===== src/rtl/core/swsl_pkg.sv =====
// ----------------------------------------------------------------------------
// swsl_pkg
// Shared types and constants of the square-wave sync lock core.
// ----------------------------------------------------------------------------
package swsl_pkg;

  // Configuration register indexes.
  localparam int unsigned CfgIdxW = 3;
  localparam logic [CfgIdxW-1:0] CFG_IDX_MASTER   = 3'd0;
  localparam logic [CfgIdxW-1:0] CFG_IDX_PERIOD   = 3'd1;
  localparam logic [CfgIdxW-1:0] CFG_IDX_TOL      = 3'd2;
  localparam logic [CfgIdxW-1:0] CFG_IDX_REQUIRED = 3'd3;
  localparam logic [CfgIdxW-1:0] CFG_IDX_BURST    = 3'd4;

  localparam int unsigned CfgDataW = 8;

  // Register reset values.
  localparam logic [7:0] PERIOD_RST   = 8'd35;
  localparam logic [4:0] TOL_RST      = 5'd2;
  localparam logic [6:0] REQUIRED_RST = 7'd31;
  localparam logic [6:0] BURST_RST    = 7'd31;

  // Phase codes as seen on the result port.
  localparam logic [1:0] PHASE_CODE_HUNT  = 2'd0;
  localparam logic [1:0] PHASE_CODE_BURST = 2'd1;
  localparam logic [1:0] PHASE_CODE_DONE  = 2'd2;

  typedef enum logic [2:0] {
    PH_HUNT  = 3'b001,
    PH_BURST = 3'b010,
    PH_DONE  = 3'b100
  } phase_e;

  typedef struct packed {
    logic       master_mode;
    logic [7:0] nominal_period;
    logic [4:0] tolerance;
    logic [6:0] required_runs;
    logic [6:0] burst_toggles;
  } cfg_t;

  typedef struct packed {
    logic       have_level;
    logic       prev_level;
    logic [7:0] run_length;
    logic       run_overlong;
    logic [6:0] good_runs;
    logic       drive_level;
    logic [7:0] tick_count;
    logic [6:0] toggles_left;
    phase_e     phase;
  } state_t;

  function automatic logic [1:0] phase_code(phase_e ph);
    logic [1:0] code;
    case (ph)
      PH_HUNT:  code = PHASE_CODE_HUNT;
      PH_BURST: code = PHASE_CODE_BURST;
      PH_DONE:  code = PHASE_CODE_DONE;
      default:  code = PHASE_CODE_HUNT;
    endcase
    return code;
  endfunction

endpackage


===== src/rtl/core/swsl_cfg.sv =====
// ----------------------------------------------------------------------------
// swsl_cfg
// Configuration register bank, written one register per handshake.
// ----------------------------------------------------------------------------
module swsl_cfg (
  input  logic                           clk_i,
  input  logic                           rst_ni,
  input  logic                           cfg_valid_i,
  output logic                           cfg_ready_o,
  input  logic [swsl_pkg::CfgIdxW-1:0]   cfg_index_i,
  input  logic [swsl_pkg::CfgDataW-1:0]  cfg_data_i,
  output swsl_pkg::cfg_t                 cfg_o
);
  import swsl_pkg::*;

  cfg_t cfg_q, cfg_d;

  assign cfg_ready_o = 1'b1;
  assign cfg_o       = cfg_q;

  always_comb begin
    cfg_d = cfg_q;
    if (cfg_valid_i) begin
      case (cfg_index_i)
        CFG_IDX_MASTER:   cfg_d.master_mode    = cfg_data_i[0];
        CFG_IDX_PERIOD:   cfg_d.nominal_period = cfg_data_i[7:0];
        CFG_IDX_TOL:      cfg_d.tolerance      = cfg_data_i[4:0];
        CFG_IDX_REQUIRED: cfg_d.required_runs  = cfg_data_i[6:0];
        CFG_IDX_BURST:    cfg_d.burst_toggles  = cfg_data_i[6:0];
        default:          cfg_d = cfg_q;
      endcase
    end
  end

  always_ff @(posedge clk_i or negedge rst_ni) begin
    if (!rst_ni) begin
      cfg_q.master_mode    <= 1'b0;
      cfg_q.nominal_period <= PERIOD_RST;
      cfg_q.tolerance      <= TOL_RST;
      cfg_q.required_runs  <= REQUIRED_RST;
      cfg_q.burst_toggles  <= BURST_RST;
    end else begin
      cfg_q <= cfg_d;
    end
  end

endmodule


===== src/rtl/core/swsl_step.sv =====
// ----------------------------------------------------------------------------
// swsl_step
// Next-state logic for one tick: run measurement, lock detection and the
// output toggle generator.
// ----------------------------------------------------------------------------
module swsl_step (
  input  swsl_pkg::cfg_t   cfg_i,
  input  swsl_pkg::state_t state_i,
  input  logic             level_i,
  output swsl_pkg::state_t state_o
);
  import swsl_pkg::*;

  logic [7:0] eff_period;
  logic [8:0] hi_bound;
  logic [7:0] lo_bound;
  logic [6:0] need;
  logic [7:0] tick_inc;
  logic       tick_due;
  logic       same_level;
  logic       run_good;
  logic [6:0] good_inc;
  logic [8:0] run_inc;

  always_comb begin
    eff_period = (cfg_i.nominal_period == 8'd0) ? 8'd1 : cfg_i.nominal_period;
    hi_bound   = {1'b0, cfg_i.nominal_period} + {4'd0, cfg_i.tolerance};
    lo_bound   = (cfg_i.nominal_period > {3'd0, cfg_i.tolerance})
               ? (cfg_i.nominal_period - {3'd0, cfg_i.tolerance}) : 8'd1;
    need       = (cfg_i.required_runs == 7'd0) ? 7'd1 : cfg_i.required_runs;
    tick_inc   = state_i.tick_count + 8'd1;
    tick_due   = (tick_inc >= eff_period);
    same_level = state_i.have_level && (level_i == state_i.prev_level);
    run_inc    = {1'b0, state_i.run_length} + 9'd1;
    run_good   = state_i.have_level && !state_i.run_overlong
               && (state_i.run_length >= lo_bound)
               && ({1'b0, state_i.run_length} <= hi_bound);
    good_inc   = state_i.good_runs + 7'd1;
  end

  always_comb begin
    state_o = state_i;
    case (state_i.phase)
      PH_HUNT: begin
        if (same_level) begin
          if (!state_i.run_overlong) begin
            if (state_i.run_length == 8'hFF || run_inc > hi_bound) begin
              state_o.run_overlong = 1'b1;
            end else begin
              state_o.run_length = run_inc[7:0];
            end
          end
        end else begin
          state_o.run_length   = 8'd1;
          state_o.run_overlong = 1'b0;
          state_o.good_runs    = run_good ? good_inc : 7'd0;
        end
        state_o.prev_level = level_i;
        state_o.have_level = 1'b1;

        if (!same_level && run_good && good_inc >= need) begin
          // Lock: the run counters keep their old values and the master
          // output does not toggle on this tick.
          state_o.run_length   = state_i.run_length;
          state_o.run_overlong = state_i.run_overlong;
          if (cfg_i.master_mode) begin
            state_o.phase = PH_DONE;
          end else begin
            state_o.drive_level  = 1'b1;
            state_o.tick_count   = 8'd0;
            state_o.toggles_left = cfg_i.burst_toggles;
            state_o.phase = (cfg_i.burst_toggles != 7'd0) ? PH_BURST : PH_DONE;
          end
        end else if (cfg_i.master_mode) begin
          state_o.tick_count = tick_due ? 8'd0 : tick_inc;
          if (tick_due) begin
            state_o.drive_level = !state_i.drive_level;
          end
        end
      end
      PH_BURST: begin
        state_o.tick_count = tick_due ? 8'd0 : tick_inc;
        if (tick_due) begin
          state_o.drive_level  = !state_i.drive_level;
          state_o.toggles_left = state_i.toggles_left - 7'd1;
          if (state_i.toggles_left == 7'd1) begin
            state_o.phase = PH_DONE;
          end
        end
      end
      PH_DONE: begin
        state_o = state_i;
      end
      default: begin
        state_o = state_i;
      end
    endcase
  end

endmodule


===== src/rtl/core/square_wave_sync_lock_core.sv =====
// ----------------------------------------------------------------------------
// square_wave_sync_lock_core
// Sync line lock detector with master toggle and slave burst generation.
// ----------------------------------------------------------------------------
// An accepted item is captured in the input register; the state is updated
// as it moves on to the result register, which offers its result. Throughput:
// one item per cycle unless out_ready_i stalls the result register; the single
// state update per tick is the only loop. Reset clears the valid flags and
// the lock state, loads the configuration defaults; no clearing pass is needed.
module square_wave_sync_lock_core (
  input  logic                           clk_i,
  input  logic                           rst_ni,
  input  logic                           cfg_valid_i,
  output logic                           cfg_ready_o,
  input  logic [swsl_pkg::CfgIdxW-1:0]   cfg_index_i,
  input  logic [swsl_pkg::CfgDataW-1:0]  cfg_data_i,
  input  logic                           in_valid_i,
  output logic                           in_ready_o,
  input  logic                           pin_level_i,
  output logic                           out_valid_o,
  input  logic                           out_ready_i,
  output logic                           out_level_o,
  output logic [1:0]                     phase_o,
  output logic [6:0]                     good_run_count_o
);
  import swsl_pkg::*;

  cfg_t   cfg;
  state_t state_q, state_d;

  logic       in_valid_q;
  logic       in_level_q;
  logic       out_valid_q;
  logic       out_level_q;
  logic [1:0] out_phase_q;
  logic [6:0] out_count_q;
  logic       advance;

  swsl_cfg u_cfg (
    .clk_i       (clk_i),
    .rst_ni      (rst_ni),
    .cfg_valid_i (cfg_valid_i),
    .cfg_ready_o (cfg_ready_o),
    .cfg_index_i (cfg_index_i),
    .cfg_data_i  (cfg_data_i),
    .cfg_o       (cfg)
  );

  swsl_step u_step (
    .cfg_i   (cfg),
    .state_i (state_q),
    .level_i (in_level_q),
    .state_o (state_d)
  );

  // The item in the input register moves on whenever the result register is
  // empty or being emptied.
  assign advance    = in_valid_q && (!out_valid_q || out_ready_i);
  assign in_ready_o = !in_valid_q || advance;

  always_ff @(posedge clk_i or negedge rst_ni) begin
    if (!rst_ni) begin
      in_valid_q  <= 1'b0;
      out_valid_q <= 1'b0;
      state_q     <= '{phase: PH_HUNT, default: '0};
    end else begin
      if (in_ready_o) begin
        in_valid_q <= in_valid_i;
      end
      if (advance) begin
        out_valid_q <= 1'b1;
        state_q     <= state_d;
      end else if (out_ready_i) begin
        out_valid_q <= 1'b0;
      end
    end
  end

  always_ff @(posedge clk_i) begin
    if (in_ready_o && in_valid_i) begin
      in_level_q <= pin_level_i;
    end
    if (advance) begin
      out_level_q <= state_d.drive_level;
      out_phase_q <= phase_code(state_d.phase);
      out_count_q <= state_d.good_runs;
    end
  end

  assign out_valid_o      = out_valid_q;
  assign out_level_o      = out_level_q;
  assign phase_o          = out_phase_q;
  assign good_run_count_o = out_count_q;

endmodule

===== config.mk =====
export PLATFORM = sky130hd
export DESIGN_NAME = square_wave_sync_lock_core
export DESIGN_NICKNAME = d
export VERILOG_FILES = /design/src/rtl/core/swsl_pkg.sv /design/src/rtl/core/swsl_cfg.sv /design/src/rtl/core/swsl_step.sv /design/src/rtl/core/square_wave_sync_lock_core.sv
export SDC_FILE = /design/constraint.sdc
export NUM_CORES = 1
export LEC_CHECK = 0
export ABC_CLOCK_PERIOD_IN_PS = 5100
export BUFFER_PORTS_ARGS = -buffer_cell sky130_fd_sc_hd__buf_2
export CAP_MARGIN = 20
export CORE_UTILIZATION = 62
export DETAILED_ROUTE_END_ITERATION = 8
export GPL_ROUTABILITY_DRIVEN = 0
export PLACE_DENSITY_LB_ADDON = 0.1
export SYNTH_ARGS = -nofsm -noshare
export SYNTH_HDL_FRONTEND = slang
export SYNTH_SLANG_ARGS = --single-unit

===== constraint.sdc =====
create_clock -name clk_i -period 5.1 [get_ports clk_i]
set_input_delay 0 -clock clk_i [delete_from_list [all_inputs] [get_ports clk_i]]
set_output_delay 0 -clock clk_i [all_outputs]
set_load 0.03 [all_outputs]

Yosys cells after proc, flatten, opt, wreduce, memory -nomap -nowiden
Cells that the tools add are included.

Magnitude comparators: 6. $add $sub $neg: 6. Reductions and logical operators: 32. Bitwise gates (word level): 1. Multiplexer cells: 24. Equal/unequal tests: 18.

Operators with widths (count): 19-bit case mux with 2 select lines (1); 9-bit 2-to-1 mux (4); 8-bit 2-to-1 mux (4); 7-bit 2-to-1 mux (4); 10-bit 2-to-1 mux (2); 8-bit >= comparator (2); 16-bit 2-to-1 mux (1); 3-bit by 2-bit == test with 1-bit output, second input constant (4); 2-bit AND reduction (6); 5-bit AND reduction (2); 8-bit by 1-bit adder with 9-bit output, second input constant (1); 8-bit by 5-bit adder with 9-bit output (1); 9-bit > comparator (1); 8-bit by 9-bit <= comparator with 1-bit output (1); 3-bit 2-to-1 mux (3); 8-bit by 1-bit adder with 8-bit output, second input constant (1); 8-bit == test, second input constant (1); 8-bit by 5-bit > comparator with 1-bit output (1); 1-bit logical AND (8); 8-bit logical NOT (1); 8-bit by 5-bit subtractor with 8-bit output (1); 7-bit by 1-bit adder with 7-bit output, second input constant (1); 7-bit by 1-bit == test with 1-bit output, second input constant (1); 7-bit >= comparator (1); 19 further kinds (34).

Logic and storage cells: 107. Output and inout bits: 13. Flip-flop bits (word level): 78.

Depth between registers and ports, before layout
Depth in word-level cells: 11. Depth in mapped cells: 20.

By module
Synthesis repeated with hierarchy kept, for this count alone.

Cells, all modules: 555. Area, all modules: 5856.9 um^2.

By module, submodules not included: swsl_step (cells an instance 390, area each 2802.7 um^2, times used 1); square_wave_sync_lock_core (cells an instance 100, area each 1899.3 um^2, times used 1); swsl_cfg (cells an instance 65, area each 1154.9 um^2, times used 1).

Worst setup path after synthesis
OpenSTA, ideal clock, no wires.

Kind: flip-flop to flip-flop. Start: register u_cfg.cfg_q (netlist bit u_cfg.cfg_o[15]). End: register state_q[6] (netlist name). Library setup time: 121 ps. Required time: 4979 ps. Data arrival time: 3984 ps. Slack: 996 ps. Stages on the path, launching flop included: 21. Cell sequence: dfstp_2 -> inv_1 -> ha_1 -> inv_1 -> o21bai_1 -> a21o_1 -> a21oi_1 -> o21bai_1 -> or3_1 -> nor3_1 -> a21oi_1 -> ha_1 -> and3_1 -> o2111ai_1 -> o21ai_0 -> o211ai_2 -> or3_4 -> a221oi_2 -> buf_4 -> nand2_1 -> a22o_1.

Cells in the longest elaborated chain, start to end: 9. Elaborated cells on any way between the ends: 12.

Ends and longest elaborated chain: start, declared (RTL line swsl_cfg.sv:16) `cfg_t cfg_q, cfg_d;`; start signal, assigned (RTL line swsl_cfg.sv:43) `cfg_q <= cfg_d;`; 8-bit by 5-bit subtractor with 8-bit output / 8-bit by 5-bit > comparator with 1-bit output (equally long branches) (RTL line swsl_step.sv:29, swsl_step.sv:28); 8-bit 2-to-1 mux (RTL line swsl_step.sv:29) `? (cfg_i.nominal_period - {3'd0, cfg_i.tolerance}) : 8'd1;`; 8-bit >= comparator (RTL line swsl_step.sv:36) `&& (state_i.run_length >= lo_bound)`; 1-bit logical AND (RTL line swsl_step.sv:36); 1-bit logical AND * (RTL line swsl_step.sv:37) `&& ({1'b0, state_i.run_length} <= hi_bound);`; 1-bit logical AND * (2 in series) (RTL line swsl_step.sv:61) `if (!same_level && run_good && good_inc >= need) begin`; 2-bit by 1-bit != test with 1-bit output (no line) *; 5-bit AND reduction (no line) *; end signal, assigned (RTL line square_wave_sync_lock_core.sv:72) `state_q <= state_d;`; end, declared (RTL line square_wave_sync_lock_core.sv:29) `state_t state_q, state_d;`.

Mark *: on every way between the ends. The rest lies on a longest branch, timed or not. A chain may end at the register's enable or synchronous reset.

Worst setup path after layout
Start: register u_cfg.cfg_q (netlist bit u_cfg.cfg_o[19]). End: register state_q[15] (netlist name).

Cells in the longest elaborated chain, start to end: 9. Elaborated cells on any way between the ends: 20.

Ends and longest elaborated chain (RTL line): 8-bit by 5-bit subtractor with 8-bit output / 8-bit by 5-bit > comparator with 1-bit output (equally long branches) (swsl_step.sv:29, swsl_step.sv:28); 8-bit 2-to-1 mux (swsl_step.sv:29); 8-bit >= comparator (swsl_step.sv:36); 1-bit logical AND (swsl_step.sv:36); 1-bit logical AND (swsl_step.sv:37); 1-bit logical AND (2 in series) (swsl_step.sv:61); 3-bit != test (no line) (tied with other cells); 4-bit AND reduction (no line) / 19-bit case mux with 2 select lines (equally long branches).

Parallel ways exist; a longest one is shown, timed or not. The select of a mux whose other input is x is not followed.

==> flow_metrics.env <==
export IMPL_power_net_switching_uw=661.0
export IMPL_die_w_um=94.22
export IMPL_worstRegToRegCells=19
export IMPL_synthesis_area_mm2=0.005273
export IMPL_setup_viol=0
export IMPL_power_share_sequential=0.418
export IMPL_grt_remaining_overflow=0
export IMPL_holdCritPathClass="in2reg"
export IMPL_yosys_warnings=0
export IMPL_yosysSeqAreaShare=0.3842
export IMPL_insertedDiodeCount=0
export IMPL_min_to="u_cfg.cfg_o[27]"
export IMPL_ir_drop_uv=175.9
export IMPL_postCtsSetupRepairBufs=0
export IMPL_max_clock_freq_mhz=212.6
export IMPL_cts_buffers=9
export IMPL_globalRouteTotalUtil=0.2950
export IMPL_largest_stage_delay_on_the_critical_path_ns=0.53
export IMPL_dp_hpwl_um=9049
export IMPL_min_delay_start="cfg_index_i[0]"
export IMPL_clock_root_buffer="sky130_fd_sc_hd__clkbuf_8"
export IMPL_cp_data_required_time_ns=5.37
export IMPL_clock_sinks=78
export IMPL_drt_pass1_iterations=4
export IMPL_timing_final_ws_setup_ns=0.3959
export IMPL_timing_max_transition_violations_final=0
export IMPL_setup_worst_path_start_class="flip-flop"
export IMPL_placedInstanceArea_mm2=0.005504
export IMPL_timing_critical_path_fanout_max=14
export IMPL_numPortBuffers=28
export IMPL_number_of_flops_mapped_to_enable_cells_by_yosys=11
export IMPL_synthAdderAreaFrac=0.1405
export IMPL_wl_per_cell_um=17.34
export IMPL_dieHeight_um=94.22
export IMPL_internal_power_mw=1.143
export IMPL_synthXorXnorAreaFrac=0.04485
export IMPL_dominantRegCellSynth="sky130_fd_sc_hd__dfrtp_1"
export IMPL_timing_worst_setup_path_type="reg2reg"
export IMPL_worstSetupStartpoint="u_cfg.cfg_o[19]"
export IMPL_finalCoreUtilization=0.7096
export IMPL_drt_wl_total_um=12160
export IMPL_layout_common_cells="56 x sky130_fd_sc_hd__ha_1, 54 x sky130_fd_sc_hd__nand2_1, 52 x sky130_fd_sc_hd__dfrtp_1"
export IMPL_synthesis_nets=623
export IMPL_drtIter0Drc=168
export IMPL_static_leakage_power_nw=2.683
export IMPL_first_pass_grt_wire_length_um=19910
export IMPL_critical_path_top_delay_family="compound AO/OA/AOI/OAI gates"
export IMPL_max_slew_margin=0.3110
export IMPL_reg2reg_setup_slack_ns=0.40
export IMPL_num_vias=4254
export IMPL_core_area_mm2=0.008217
export IMPL_die_area_mm2=0.008876
export IMPL_power_frac_comb=0.333
export IMPL_ys_ff_latch=78
export IMPL_placement_rows=33
export IMPL_synth_simple_gate_area_share=0.1697
export IMPL_maxCapViolations=0
export IMPL_synth_top_family_by_area="simple AND/OR/NAND/NOR gates"
export IMPL_worst_hold_slack_ns=0.03440
export IMPL_num_io_pins=30
export IMPL_synthMuxAreaShare=0.05743
export IMPL_power_switching_share=0.3665
export IMPL_crit_buf_inv=2
export IMPL_layout_cells_most_common="sky130_fd_sc_hd__ha_1"
export IMPL_worst_skew_pair_late_latency_ns=0.36
export IMPL_grt_setup_unrepaired="no"
export IMPL_grt_max_degree=68
export IMPL_beginning_of_the_worst_register_to_register_path="u_cfg.cfg_o[19]"
export IMPL_viasPerCell=6.068
export IMPL_netlist_cell_type_count=66
export IMPL_nFillCells=633
export IMPL_post_route_period_util=0.9224
export IMPL_drive_above_1_share=0.1795
export IMPL_final_cell_area_mm2=0.005831
export IMPL_fin_nets=666
export IMPL_crit_path_top_delay_cell="sky130_fd_sc_hd__dfstp_2"
export IMPL_timing_clock_skew_ns=0.01630
export IMPL_detail_route_antenna_nets=0
export IMPL_dpl_worst_slack_ns=0.4187
export IMPL_critical_path_cell_chain="inv_1 > ha_1 > fa_1 > inv_1 > a21oi_1 > o21bai_1 > a211o_1 > o31ai_1 > nand3_1 > nand2_1 > ha_1 > and3_1 > o2111ai_1 > o21ai_0 > o211ai_2 > or3_4 > a31o_1 > or2_1 > o31ai_2"
export IMPL_worstSetupEndpointType="flip-flop"
export IMPL_worstHoldPathCells=4
export IMPL_syn_instance_count=548
export IMPL_finalSetupTns_ns=0
export IMPL_grt_pass1_vias=4118
export IMPL_share_of_synthesized_flip_flops_with_an_asynchronous_set_or_reset=0.8590
export IMPL_avgSynthCellArea_um2=9.621
export IMPL_worstReg2RegEnd="state_q[15]"
export IMPL_crit_arrival_ns=4.97
export IMPL_cts_tree="yes"
export IMPL_outcome="finished clean"
export IMPL_max_clock_path_buffers=2
export IMPL_worst_slew_pin_slew_ns=1.030
export IMPL_clock_power_share=0.249
export IMPL_layout_area_overhead_vs_synth_pct=10.58
export IMPL_drc_markers=0
export IMPL_htreeDepth=3
export IMPL_initial_utilization=0.6417
export IMPL_hold_violations=0
export IMPL_antenna_violations_before_repair=1
export IMPL_synth_compound_area_frac=0.1659
export IMPL_cts_clk_slew_worst_paths_ns=0.09
export IMPL_powerDensity_mw_per_mm2=309.3
export IMPL_finalCriticalPeriod_ns=4.704
## kinds of logic after synthesis
family / after synthesis
simple gates: 178
compound gates: 131
flops: 78
fa+ha+maj: 58
buf+inv: 48
xor+xnor: 27
mux: 27
other cells: 1
## what timing repair did
item | 4_1_cts | 5_1_grt
endpoints found under the setup margin | 0 | 4
resized for setup | 0 | 1
hold buffers | 13 | 0
endpoints found under the hold margin | 78 | 0
## flip-flops by register name, summed over array words and instances, names as in the netlist
| signal | flops |
|---|---|
| state_q | 37 |
| u_cfg.cfg_o | 28 |
| in_valid_q | 1 |
| out_valid_o | 1 |
| phase_o | 2 |
| good_run_count_o | 7 |
| out_level_o | 1 |
| in_level_q | 1 |
## per-layer routing
layer,vias to the layer above,global-route usage,wire [um]
met5,-,0,13
met4,2,0.1038,235
met3,19,0.04531,474
met2,95,0.5091,6051
met1,2090,0.3720,5382
li1,2048,-,-
## stage by stage
stage	instances	total power [mW]
after floorplan	548	1.190
after global placement	672	1.316
after CTS	701	1.808
after detailed placement	672	1.349
final	701	1.804
after global routing	701	1.913
## worst reg2reg max path, stage by stage (launching register included)
cell	delay (ns)
sky130_fd_sc_hd__dfstp_2	0.53
sky130_fd_sc_hd__inv_1	0.06
sky130_fd_sc_hd__ha_1	0.21
sky130_fd_sc_hd__fa_1	0.41
sky130_fd_sc_hd__inv_1	0.08
sky130_fd_sc_hd__a21oi_1	0.06
sky130_fd_sc_hd__o21bai_1	0.23
sky130_fd_sc_hd__a211o_1	0.21
sky130_fd_sc_hd__o31ai_1	0.09
sky130_fd_sc_hd__nand3_1	0.20
sky130_fd_sc_hd__nand2_1	0.10
sky130_fd_sc_hd__ha_1	0.28
sky130_fd_sc_hd__and3_1	0.19
sky130_fd_sc_hd__o2111ai_1	0.12
sky130_fd_sc_hd__o21ai_0	0.31
sky130_fd_sc_hd__o211ai_2	0.23
sky130_fd_sc_hd__or3_4	0.40
sky130_fd_sc_hd__a31o_1	0.38
sky130_fd_sc_hd__or2_1	0.33
sky130_fd_sc_hd__o31ai_2	0.20
## layout make-up
type	count	area [um^2]	area share
Clock inverter	7	66.31	0.01137
Multi-Input combinational cell	422	3059	0.5247
Clock buffer	9	123.9	0.02124
Timing Repair Buffer	43	285.3	0.04893
Sequential cell	78	2026	0.3474
Inverter	37	138.9	0.02382
Tap cell	105	131.4	0.02253
## synth_stat cells, drive strengths merged, types with 4 or more instances
master  instances  area (um^2)
a211oi          4        30.03
a21o            8        60.06
a21oi          26        130.1
a22o            7        61.31
a31o            5        43.79
and3            7        43.79
buf             6        36.28
clkbuf          5        18.77
dfrtp          52         1301
dfstp          15        394.1
edfxtp         11        330.3
ha             56        700.7
inv            37        138.9
mux2           26        292.8
nand2          54        202.7
nand2b         16        100.1
nand3          19        95.09
nand4           6        37.54
nor2           35        131.4
nor2b           8        50.05
nor3           12        71.32
nor4            5        46.29
o21ai          44        220.2
o21bai          5        41.29
o31ai           6        50.05
or2             4        25.03
xnor2          18        157.7
xor2            9        78.83
## worst max-delay path by stage
stage,to,slack (ns),cells past startpoint
finish,state_q[15],0.40,19
detailed placement,state_q[12],0.42,19
CTS,state_q[12],0.36,19
global route,state_q[15],0.12,19
global placement,state_q[10],0.64,19
floorplan,state_q[6],1.0,20
## power by group through the flow
stage / Combinational [mW] / Clock (mW) / Sequential, mW
after global placement: 0.554 / 0 / 0.762
after CTS: 0.596 / 0.460 / 0.752
after floorplan: 0.434 / 0 / 0.756
final: 0.600 / 0.450 / 0.754
after global routing: 0.665 / 0.487 / 0.761
after detailed placement: 0.584 / 0 / 0.765
Power figures use the tool's default switching activity.
